**src/sv/cnb_ram.sv**
```systemverilog
// ----------------------------------------------------------------------------
// cnb_ram
// Simple dual-port synchronous RAM, one write and one registered read port.
// ----------------------------------------------------------------------------
`default_nettype none

module cnb_ram #(
   parameter int ADDR_BITS = 8,
   parameter int DATA_BITS = 8
) (
   input  wire logic                 clock,
   input  wire logic                 we,
   input  wire logic [ADDR_BITS-1:0] waddr,
   input  wire logic [DATA_BITS-1:0] wdata,
   input  wire logic [ADDR_BITS-1:0] raddr,
   output logic      [DATA_BITS-1:0] rdata
);

   logic [DATA_BITS-1:0] mem [2**ADDR_BITS];

   always_ff @(posedge clock) begin
      if (we) begin
         mem[waddr] <= wdata;
      end
      rdata <= mem[raddr];
   end

endmodule

`default_nettype wire

```
**config.mk**
```make
export PLATFORM = sky130hd
export DESIGN_NAME = cnb_ram
export DESIGN_NICKNAME = d
export VERILOG_FILES = /design/src/sv/cnb_ram.sv
export SDC_FILE = /design/constraint.sdc
export NUM_CORES = 2
export LEC_CHECK = 0
export BUFFER_PORTS_ARGS = -buffer_cell sky130_fd_sc_hd__buf_4
export CORE_UTILIZATION = 45
export DETAILED_ROUTE_END_ITERATION = 6
export GPL_ROUTABILITY_DRIVEN = 0
export GPL_TIMING_DRIVEN = 1
export HOLD_SLACK_MARGIN = 0.06
export PLACE_DENSITY = 0.68
export SLEW_MARGIN = 10
export SYNTH_ARGS = -nofsm -noshare
export SYNTH_HDL_FRONTEND = slang
export SYNTH_SLANG_ARGS = --single-unit
```
**constraint.sdc**
```tcl
create_clock -name clock -period 2.9 [get_ports clock]
set_clock_uncertainty 0.2 [all_clocks]
set_input_delay 0.29 -clock clock [delete_from_list [all_inputs] [get_ports clock]]
set_output_delay 0.29 -clock clock [all_outputs]
set_load 0.05 [all_outputs]
```
==> key figures <==
Route
  – Antenna viol nets, final: 0
  – DR pass1 iterations: 6
  – Vias: 41260
  – DRC violations left: 0
  – Starting DRT DRC Count: 5605
  – WL final: 199.6 mm
  – Wirelength per Cell: approximately 29 µm
  – Vias per inst: 5.950

Synthesis
  – Sequential area share after synthesis: 77.50%
  – Synth warn: 0
  – Number of synthesized flops with an enable pin: 2048
  – Post-Syn Area: 79560 µm²
  – Top-count cell post-synth: edfxtp_1
  – Post-synthesis mux area share: 14.62%
  – Synth Instances: 3733
  – Xor-xnor portion of the synthesized cell area: 0%
  – Ranking of synthesized cells by area: edfxtp_1 77%, mux4_2 13%, mux2i_1 1.7%
  – Post-synth top flop: edfxtp_1
  – Largest family of logic cells by synthesized area: multiplexers
  – Synth top cells by count: 2048 x edfxtp_1, 454 x mux4_2, 282 x nor2_1
  – Synth Area in Compound Gates: 3.419%
  – Synthesized area per cell: 21.31 µm²
  – Post-synthesis simple-gate area fraction: 2.628%
  – Post-synth top area share: 77.30%
  – Cell variety after synth: 55
  – Fraction of registers with async set/reset: 0%
  – Post-Synth Adder-Cell Area: 0%
  – Register bit total from synthesis: 2056
  – Most area-hungry cell type in the Yosys netlist: edfxtp_1
  – Syn nets: around 3800

Clock tree
  – CTS H-tree lvls: 4
  – Reg clk slew, reported paths: 0.06 ns
  – Clock buffer depth: 3
  – TritonCTS clock tree: done
  – # clock sinks: just over 2000
  – Setup Buffers After CTS: 0
  – Clock latency on the worst-skew pair: 0.86 ns
  – CTS buffer count: roughly 190
  – Root buf cell: clkbuf_16

STA
  – Rel. slew slack: a little over two fifths
  – RSZ-0062 raised after global routing: no
  – Max Fclk: 362.5 MHz
  – Post-layout min period: approximately 2.8 ns
  – Worst slew pin tran: about 0.86 ns
  – Setup TNS: 0 ns
  – Pins over their slew limit: 0
  – Setup-failing EPs final: 0
  – WHS: around 0.14 ns
  – Final hold vios: 0
  – Final Cycle Share: 95.12%

Pwr
  – Share of total power in combinational logic: 5.7%
  – Static leakage: approximately 31 nW
  – Net Sw Power: roughly 13 mW
  – Switch share: 21.18%
  – Pwr dens: roughly 660 nW/µm²
  – Sequential power share: 52.9%
  – Worst vdd ir: between 0.6 and 0.7 mV
  – Clk pwr share: 41.4%
  – Pint: 48.92 mW

Run
  – MaxCap Viol Count: 0

Global route
  – Gr ovfl total: 0
  – First-pass GRT wire length: slightly below 300 mm
  – GRT Util Overall: 22.50%
  – Initial antenna violation count: 15
  – Pin count of the biggest net entering global routing: 94
  – Vias in the first global route: 42010

Outcome
  – Status: finished, final reports clean

Die
  – FP Rows: between 150 and 200
  – Die area: 178500 µm²
  – Die width: 422.5 µm
  – Core Region: between 150000 and 200000 µm²
  – Total I/O pin count: 34
  – Initial core utilization: 45.52%
  – Die Ht: 422.5 µm

Critical path
  – Crit Path Max Fanout: 1
  – Crit path required time: 3.39 ns
  – Kind of end point of the critical path: flip-flop
  – Critical Path AT: 3.25 ns
  – WS Path Type: flip-flop to flip-flop
  – Worst Setup Start Kind: flip-flop

Final layout
  – # nets final: 4475
  – Fill cell count: 12960
  – Share of layout cells above drive strength 1: 32.34%
  – Synth-to-Final Area Change: 18.39%

Worst hold path
  – Worst min path class: primary input to flip-flop

Placement
  – Port bufs: 33
  – HPWL Detailed: 130.0 mm
[per-layer routing]
metal	up-vias	track usage (%)	routed length (µm)
met4	14	7.971	6739
met3	338	4.518	18270
li1	17120	-	-
met2	2143	35.77	96080
met1	21640	31.02	78450
met5	-	0	98
[critical path, cell delays in order (launching register included)]
cell and delay [ns]:
edfxtp_1 0.36, mux4_2 0.47, a22o_1 0.25, a221oi_2 0.44, o32ai_1 0.30, nor3_1 0.27, buf_4 0.25, nor4_1 0.07
[flip-flops by register name, summed over array words and instances (netlist names)]
register / flops
rdata: 8
mem: 2048
[logic make-up after synthesis]
group,Yosys count
buf+inv,235
mux,591
compound gates,385
flops,2056
simple gates,466
[repair_timing]
item | in CTS | in global routing
hold buffers | 19 | 0
hold endpoints to repair | 1712 | 0
setup endpoints to repair | 1 | 1
resized for setup | 1 | 1
[power by group through the flow]
stage	sequential (mW)	combinational, mW	clock, mW
final	32.8	3.55	25.7
after global routing	32.8	3.72	27.1
after CTS	32.8	3.56	26.0
after detailed placement	33.5	3.51	0
after global placement	33.4	3.46	0
after floorplan	33.5	1.59	0
[per-stage QoR]
stage               cells  worst slack [ns]  power (mW)  utilization (%)  instance area, µm²
floorplan            3733            0.4721       35.08                -               79560
global placement     6558            -1.036       36.91            50.07               87510
detailed placement   6559           -0.7281       36.97            50.08               87530
CTS                  6932           0.03431       62.41            53.88               94180
global route         6934           0.05688       63.61            53.89               94190
finish               6934            0.1416       62.07            53.89               94190
[cell type report]
type                       instances  area, µm²  share of cell area, %
antenna                            2      5.005               0.005314
clock buffer                     242       5139                  5.456
clock inverter                   112       1315                  1.396
inverter                           2      7.507               0.007971
multi-input combinational       1442      16510                  17.52
sequential                      2056      61660                  65.46
tap                             2325       2909                  3.089
timing repair buffer             753       6646                  7.057
[worst paths after layout]
path | cells after the start | slack [ns] | endpoint | from
hold / removal | 5 | 0.14 | rdata[6] | raddr[4]
setup / recovery | 7 | 0.14 | rdata[5] | mem[211][5]
setup reg to reg | 7 | 0.14 | rdata[5] | mem[211][5]
hold reg to reg | 7 | 0.88 | rdata[5] | mem[32][5]
[placed cells by master, fill, tap and decap left out, types with 36 or more instances in the layout]
cell       netlist  routed
edfxtp_1      2048    2048
nor2_1         282     279
clkbuf_1       111      41
a22oi_1        133     133
clkbuf_16        0     197
buf_4           27     654
buf_12           8      70
mux4_2         454     454
mux2i_1        134     134
o221ai_1        46      46
clkinv_2         0      36
a21oi_1         96      96
Power figures use the tool's default switching activity.
