[config.mk]
export PLATFORM = sky130hd
export DESIGN_NAME = cnb_ln_ratio
export DESIGN_NICKNAME = d
export VERILOG_FILES = /design/src/sv/cnb_pkg.sv /design/src/sv/cnb_ln_ratio.sv
export SDC_FILE = /design/constraint.sdc
export NUM_CORES = 2
export LEC_CHECK = 0
export ABC_AREA = 0
export BUFFER_PORTS_ARGS = -buffer_cell sky130_fd_sc_hd__buf_2
export CAP_MARGIN = 40
export CELL_PAD_IN_SITES_DETAIL_PLACEMENT = 0
export CELL_PAD_IN_SITES_GLOBAL_PLACEMENT = 1
export CORE_ASPECT_RATIO = 0.7
export CORE_MARGIN = 1.5
export CORE_UTILIZATION = 58
export CTS_BUF_LIST = sky130_fd_sc_hd__clkbuf_8
export CTS_CLUSTER_DIAMETER = 30
export DETAILED_ROUTE_END_ITERATION = 10
export GPL_ROUTABILITY_DRIVEN = 0
export PLACE_DENSITY = 0.88
export SYNTH_ARGS = -nofsm -noshare
export SYNTH_HDL_FRONTEND = slang
export SYNTH_SLANG_ARGS = --single-unit
export TNS_END_PERCENT = 10
[constraint.sdc]
create_clock -name clock -period 18 [get_ports clock]
set_clock_uncertainty 0.15 [all_clocks]
set_input_delay 1.8 -clock clock [delete_from_list [all_inputs] [get_ports clock]]
set_output_delay 1.8 -clock clock [all_outputs]
set_load 0.01 [all_outputs]
[src/sv/cnb_pkg.sv]
// ----------------------------------------------------------------------------
// cnb_pkg
// Shared types, constants and helpers of the categorical naive Bayes block.
// ----------------------------------------------------------------------------
`default_nettype none

package cnb_pkg;

   localparam int CLASS_BITS   = 3;
   localparam int FEAT_BITS    = 4;
   localparam int VAL_BITS     = 4;
   localparam int COUNT_BITS   = 16;
   localparam int NUM_CLASSES  = 8;
   localparam int NUM_VALUES   = 16;
   localparam int DIST_BITS    = 5;
   localparam int SCORE_BITS   = 32;
   localparam int VC_ADDR_BITS = CLASS_BITS + FEAT_BITS + VAL_BITS;
   localparam int DV_ADDR_BITS = CLASS_BITS + FEAT_BITS;
   localparam int LOG_N_BITS   = COUNT_BITS + 1;
   localparam int EXP_BITS     = 5;
   localparam int FRAC_BITS    = 24;
   localparam int LOG_BITS     = EXP_BITS + FRAC_BITS;

   localparam logic [COUNT_BITS-1:0] CNT_MAX  = '1;
   localparam logic [SCORE_BITS-1:0] LN_FLOOR = 32'shFFF2_2F3B;
   localparam logic [29:0]           LN2_Q30  = 30'd744261118;

   typedef enum logic [1:0] {
      OP_CLEAR   = 2'd0,
      OP_TRAIN   = 2'd1,
      OP_PREDICT = 2'd2,
      OP_NOP     = 2'd3
   } op_type;

   typedef struct packed {
      logic                  start;
      logic [LOG_N_BITS-1:0] num;
      logic [LOG_N_BITS-1:0] den;
   } ln_req_type;

   typedef struct packed {
      logic                         done;
      logic signed [SCORE_BITS-1:0] value;
   } ln_rsp_type;

   function automatic logic [COUNT_BITS-1:0] sat_inc(input logic [COUNT_BITS-1:0] v);
      sat_inc = (v == CNT_MAX) ? v : v + COUNT_BITS'(1);
   endfunction

   function automatic logic signed [SCORE_BITS-1:0] sat_add(
      input logic signed [SCORE_BITS-1:0] a,
      input logic signed [SCORE_BITS-1:0] b);
      logic signed [SCORE_BITS:0] s;
      s = {a[SCORE_BITS-1], a} + {b[SCORE_BITS-1], b};
      if (s[SCORE_BITS] != s[SCORE_BITS-1]) begin
         sat_add = s[SCORE_BITS] ? {1'b1, {(SCORE_BITS-1){1'b0}}}
                                 : {1'b0, {(SCORE_BITS-1){1'b1}}};
      end else begin
         sat_add = s[SCORE_BITS-1:0];
      end
   endfunction

endpackage

`default_nettype wire

[src/sv/cnb_ln_ratio.sv]
// ----------------------------------------------------------------------------
// cnb_ln_ratio
// Iterative ln(num/den) in Q16.16: two log2 runs by repeated squaring, one
// fraction bit a cycle, then a scale by ln 2 and round half away from zero.
// ----------------------------------------------------------------------------
`default_nettype none

module cnb_ln_ratio
   import cnb_pkg::*;
(
   input  wire logic       clock,
   input  wire logic       reset,
   input  wire ln_req_type req,
   output ln_rsp_type      rsp
);

   typedef enum logic [1:0] {L_IDLE, L_SQ, L_MUL, L_RND} lstate_type;

   lstate_type                    state_ff;
   logic                          phase_ff;
   logic [4:0]                    iter_ff;
   logic [30:0]                   m_ff;
   logic [EXP_BITS-1:0]           e_ff;
   logic [FRAC_BITS-1:0]          frac_ff;
   logic [LOG_BITS-1:0]           lnum_ff;
   logic [LOG_BITS-1:0]           lden_ff;
   logic [LOG_N_BITS-1:0]         den_ff;
   logic [58:0]                   prod_ff;
   logic                          neg_ff;
   logic                          done_ff;
   logic signed [SCORE_BITS-1:0]  value_ff;

   logic [61:0]                   sq;
   logic [31:0]                   m2;
   logic [30:0]                   m_in;
   logic                          bit_in;
   logic [FRAC_BITS-1:0]          frac_in;
   logic signed [LOG_BITS:0]      diff;
   logic [LOG_BITS-1:0]           mag;
   logic [58:0]                   rnd;

   function automatic logic [EXP_BITS-1:0] msb_pos(input logic [LOG_N_BITS-1:0] n);
      msb_pos = '0;
      for (int i = 0; i < LOG_N_BITS; i++) begin
         if (n[i]) msb_pos = EXP_BITS'(i);
      end
   endfunction

   function automatic logic [30:0] norm(input logic [LOG_N_BITS-1:0] n);
      logic [LOG_N_BITS-1:0] nn;
      nn   = (n == '0) ? LOG_N_BITS'(1) : n;
      norm = 31'(nn) << (5'd30 - msb_pos(nn));
   endfunction

   function automatic logic [EXP_BITS-1:0] expo(input logic [LOG_N_BITS-1:0] n);
      expo = msb_pos((n == '0) ? LOG_N_BITS'(1) : n);
   endfunction

   always_comb begin
      sq      = m_ff * m_ff;
      m2      = sq[61:30];
      bit_in  = m2[31];
      m_in    = m2[31] ? m2[31:1] : m2[30:0];
      frac_in = {frac_ff[FRAC_BITS-2:0], bit_in};
      diff    = $signed({1'b0, lnum_ff}) - $signed({1'b0, lden_ff});
      mag     = diff[LOG_BITS] ? LOG_BITS'(-diff) : diff[LOG_BITS-1:0];
      rnd     = (prod_ff + (59'(1) << 37)) >> 38;
   end

   always_ff @(posedge clock) begin
      done_ff <= 1'b0;
      if (reset) begin
         state_ff <= L_IDLE;
      end else begin
         case (state_ff)
            L_IDLE: begin
               if (req.start) begin
                  m_ff     <= norm(req.num);
                  e_ff     <= expo(req.num);
                  den_ff   <= req.den;
                  phase_ff <= 1'b0;
                  iter_ff  <= '0;
                  state_ff <= L_SQ;
               end
            end
            L_SQ: begin
               frac_ff <= frac_in;
               m_ff    <= m_in;
               iter_ff <= iter_ff + 5'd1;
               if (iter_ff == 5'(FRAC_BITS - 1)) begin
                  iter_ff <= '0;
                  if (!phase_ff) begin
                     lnum_ff  <= {e_ff, frac_in};
                     m_ff     <= norm(den_ff);
                     e_ff     <= expo(den_ff);
                     phase_ff <= 1'b1;
                  end else begin
                     lden_ff  <= {e_ff, frac_in};
                     state_ff <= L_MUL;
                  end
               end
            end
            L_MUL: begin
               prod_ff  <= 59'(mag) * 59'(LN2_Q30);
               neg_ff   <= diff[LOG_BITS];
               state_ff <= L_RND;
            end
            L_RND: begin
               value_ff <= neg_ff ? -$signed(SCORE_BITS'(rnd)) : $signed(SCORE_BITS'(rnd));
               done_ff  <= 1'b1;
               state_ff <= L_IDLE;
            end
            default: state_ff <= L_IDLE;
         endcase
      end
   end

   assign rsp.done  = done_ff;
   assign rsp.value = value_ff;

endmodule

`default_nettype wire

==> qor.txt <==
WORST HOLD PATH
----------------------------------------------------------------------------------
Critical hold path startpoint ....................................... e_ff[0]$_DFFE_PP_
Worst Hold Class ....................................................   reg -> reg

FINAL LAYOUT
----------------------------------------------------------------------------------
Share of cells above drive strength 1 ...............................       0.0469
Number of inserted diodes ...........................................            0
Synthesis-to-finish area growth .....................................        4.57%
Final core utilization ..............................................        0.615
Count of fill cells added during filler insertion ...................        7,532
NumNets Final .......................................................        7,211

ROUTE
----------------------------------------------------------------------------------
Vias per cell .......................................................         5.56
DR DRC count ........................................................            0
Initial detailed-routing violation count ............................        3,157
Routed length per instance ..........................................      20.0 um
Vias ................................................................       37,360
Antenna-violating nets left .........................................            0
Router iterations before antenna repair .............................            5
Routed wire length ..................................................   134,000 um

SETUP PATH
----------------------------------------------------------------------------------
Crit path arrival time ..............................................    12,770 ps
Family of cells with the greatest summed delay on the critical path .  adder cells
Critical path launch point type .....................................     register
Endpoint required time on the critical path .........................    18,230 ps
Critical path type ..................................................   reg -> reg
CP startpoint ....................................................... lnum_ff[0]$_DFFE_PP_
Type of element capturing the critical path .........................     register
Most common cell on crit path .......................................         fa_1
Worst stage delay on the critical path ..............................       730 ps
CP Buf/Inv Count ....................................................            6
Largest fanout on the critical path .................................            5
Crit-path slowest cell ..............................................       or4b_2
Critical register-to-register path startpoint ....................... lnum_ff[0]$_DFFE_PP_

CLOCKING
----------------------------------------------------------------------------------
Clock-pin transition on the worst setup and hold timing paths .......       130 ps
Number of buffers created by CTS ....................................           17
Number of buffers inserted to repair setup after CTS ................            0
Num Clock Sinks .....................................................          198
Hold-fix buffers at CTS .............................................            0
Total number of H-tree levels .......................................            4
Buffer levels on the longest clock path .............................            2
Quantity of gates resized following cts .............................            0
Root buffer cell ....................................................     clkbuf_8
TritonCTS clock tree ................................................          yes
Skew-Pair Late Insertion Delay ......................................       540 ps

DIE
----------------------------------------------------------------------------------
Die area ............................................................ 93,600 sq um
Number of cell rows .................................................           92
IO Pins .............................................................           70
Height of the die ...................................................       256 um
Effective utilization at floorplan ..................................        0.588
Die span in x .......................................................       365 um
Area of the core .................................................... 90,500 sq um

TIMING
----------------------------------------------------------------------------------
RSZ-0062 raised after global routing ................................           no
Worst hold-check slack ..............................................       296 ps
Max transition margin ...............................................        0.388
Part of the cycle the worst path needs ..............................        0.697
Finish-stage setup viols ............................................            0
Worst slew pin tran .................................................       915 ps
Endpoints failing hold ..............................................            0
Final Max Tran Viols ................................................            0
Final worst path period need ........................................    12,540 ps
Highest clock rate ..................................................     79.8 MHz
Total Negative Setup Slacks .........................................         0 ps

SYNTHESIS
----------------------------------------------------------------------------------
Leading register cell type out of synthesis .........................     edfxtp_1
Synth async-reset ratio .............................................            0
Syn Inst Count ......................................................        5,472
Syn_nets ............................................................        7,200
Total standard cell area after synthesis ............................ 53,200 sq um
YS warnings .........................................................            0
Sequential cell area fraction in the yosys report ...................        0.111
Average footprint of a synthesized cell .............................   9.73 sq um
Count of flip-flops with a built-in enable after synthesis ..........          195
Number of register bits inferred by synthesis .......................          198
Post-synth cell types ...............................................           90

FLOW RUN
----------------------------------------------------------------------------------
Max-cap viol count ..................................................            0

RUN STATUS
----------------------------------------------------------------------------------
Outcome .............................................................    completed

GLOBAL ROUTE
----------------------------------------------------------------------------------
Global route overflow ...............................................            0
Largest net degree at the start of global routing ...................           40
Global-route wire length before repair ..............................   220,000 um
Overall fraction of global-route tracks in use ......................        0.303
Initial antenna violation count .....................................            2
Vias in the first global route ......................................       39,076

PLACEMENT
----------------------------------------------------------------------------------
Port buffer count ...................................................           69
Detailed-placement wirelength estimate ..............................   112,000 um

## sequential cells by signal, summed over array words and instances, names as in the netlist
signal,count
value_ff,32
m_ff,31
lden_ff,29
lnum_ff,29
frac_ff,23
prod_ff,22
den_ff,17
e_ff,5
iter_ff,5
state_ff,2
done_ff,1
neg_ff,1
phase_ff,1
## metal layers
layer	part of all wire	up-vias	track usage
met2	0.41	1337	0.419
met5	0	-	0
li1	-	17118	-
met3	0.098	82	0.0709
met1	0.48	18823	0.495
met4	0.0085	0	0.0324
## layout by cell type (no fill, tap or decap), types with 17 or more instances in the layout
| cell type | count |
|---|---|
| nand2b_1 | 22 |
| nand2_1 | 374 |
| a21oi_1 | 170 |
| o31ai_1 | 20 |
| nand4_1 | 29 |
| nor3_1 | 52 |
| and2_1 | 183 |
| inv_1 | 1441 |
| clkbuf_8 | 17 |
| and3_1 | 28 |
| o211ai_1 | 20 |
| nor2_1 | 196 |
| o22ai_1 | 19 |
| nand3_1 | 50 |
| fa_1 | 1071 |
| edfxtp_1 | 195 |
| a211oi_1 | 20 |
| a21o_1 | 90 |
| xor2_1 | 71 |
| xnor2_1 | 106 |
| ha_1 | 620 |
| o21ai_0 | 120 |
| mux2i_1 | 66 |
| nor2b_1 | 32 |
| o21a_1 | 24 |
| a31oi_1 | 24 |
| buf_4 | 77 |
| buf_2 | 71 |
## cells by family after synthesis
group	Yosys count	share of synthesized area
buf+inv	1614	0.114
mux	90	0.0196
simple gates	1046	0.0957
flops	198	0.111
xor+xnor	181	0.0298
fa+ha+maj	1691	0.549
compound gates	652	0.0811
## synth_stat cells (all sizes together), types with 8 or more instances
cell	n	share of area
inv	1448	0.10
fa	1071	0.40
ha	620	0.15
nand2	374	0.026
nor2	196	0.014
edfxtp	195	0.11
and2	183	0.022
a21oi	172	0.016
clkbuf	146	0.010
o21ai	125	0.012
xnor2	107	0.018
a21o	90	0.013
xor2	74	0.012
mux2i	66	0.012
nor3	53	0.0052
nand3	50	0.0047
nor2b	35	0.0041
nand4	29	0.0034
and3	28	0.0033
a31oi	25	0.0031
o21a	24	0.0034
nand2b	22	0.0026
o31ai	21	0.0030
a211oi	20	0.0028
o211ai	20	0.0028
o22ai	19	0.0022
or3	18	0.0024
nor4	17	0.0023
o21bai	15	0.0021
buf	14	0.0013
mux2	14	0.0030
or2	14	0.0016
a221oi	11	0.0018
a21boi	10	0.0014
mux4	10	0.0042
a2111oi	8	0.0014
a211o	8	0.0013
## final timing paths
| path | cells past startpoint | slack, ps | to |
|---|---|---|---|
| hold reg to reg | 0 | 300 | lden_ff[24]$_DFFE_PP_ |
| setup / recovery | 39 | 5460 | prod_ff[57]$_DFFE_PP_ |
| hold / removal | 0 | 300 | lden_ff[24]$_DFFE_PP_ |
| setup reg to reg | 39 | 5460 | prod_ff[57]$_DFFE_PP_ |
## worst register-to-register path, delay by kind of cell, from the launching register on
| family | cells | cell delay, ps |
|---|---|---|
| AOI/OAI and AO/OA | 9 | 2480 |
| xor gates and xnor gates | 1 | 720 |
| adders and majority gates | 11 | 4860 |
| buffers and inverters | 6 | 310 |
| DFF | 1 | 370 |
| and+or+nand+nor | 12 | 3520 |
## stage by stage
| stage | area, sq um | setup WS [ps] | cells |
|---|---|---|---|
| after floorplan | 53200 | 6920 | 5472 |
| after global placement | 55100 | 5900 | 6678 |
| after detailed placement | 55200 | 5590 | 6685 |
| after CTS | 55600 | 5600 | 6717 |
| after global routing | 55700 | 4880 | 6718 |
| final | 55700 | 5460 | 6718 |
## cell type report
type | instances | area (sq um) | area share
multi-input combinational | 3660 | 41300 | 0.742
sequential | 198 | 5920 | 0.106
inverter | 1454 | 5460 | 0.0981
tap | 1222 | 1530 | 0.0275
timing repair buffer | 152 | 991 | 0.0178
clock inverter | 15 | 239 | 0.00429
clock buffer | 17 | 234 | 0.00420
Power is left out: the tool's default activity adds up to more than one toggle a clock period on the data nets, which glitch-free logic cannot reach.
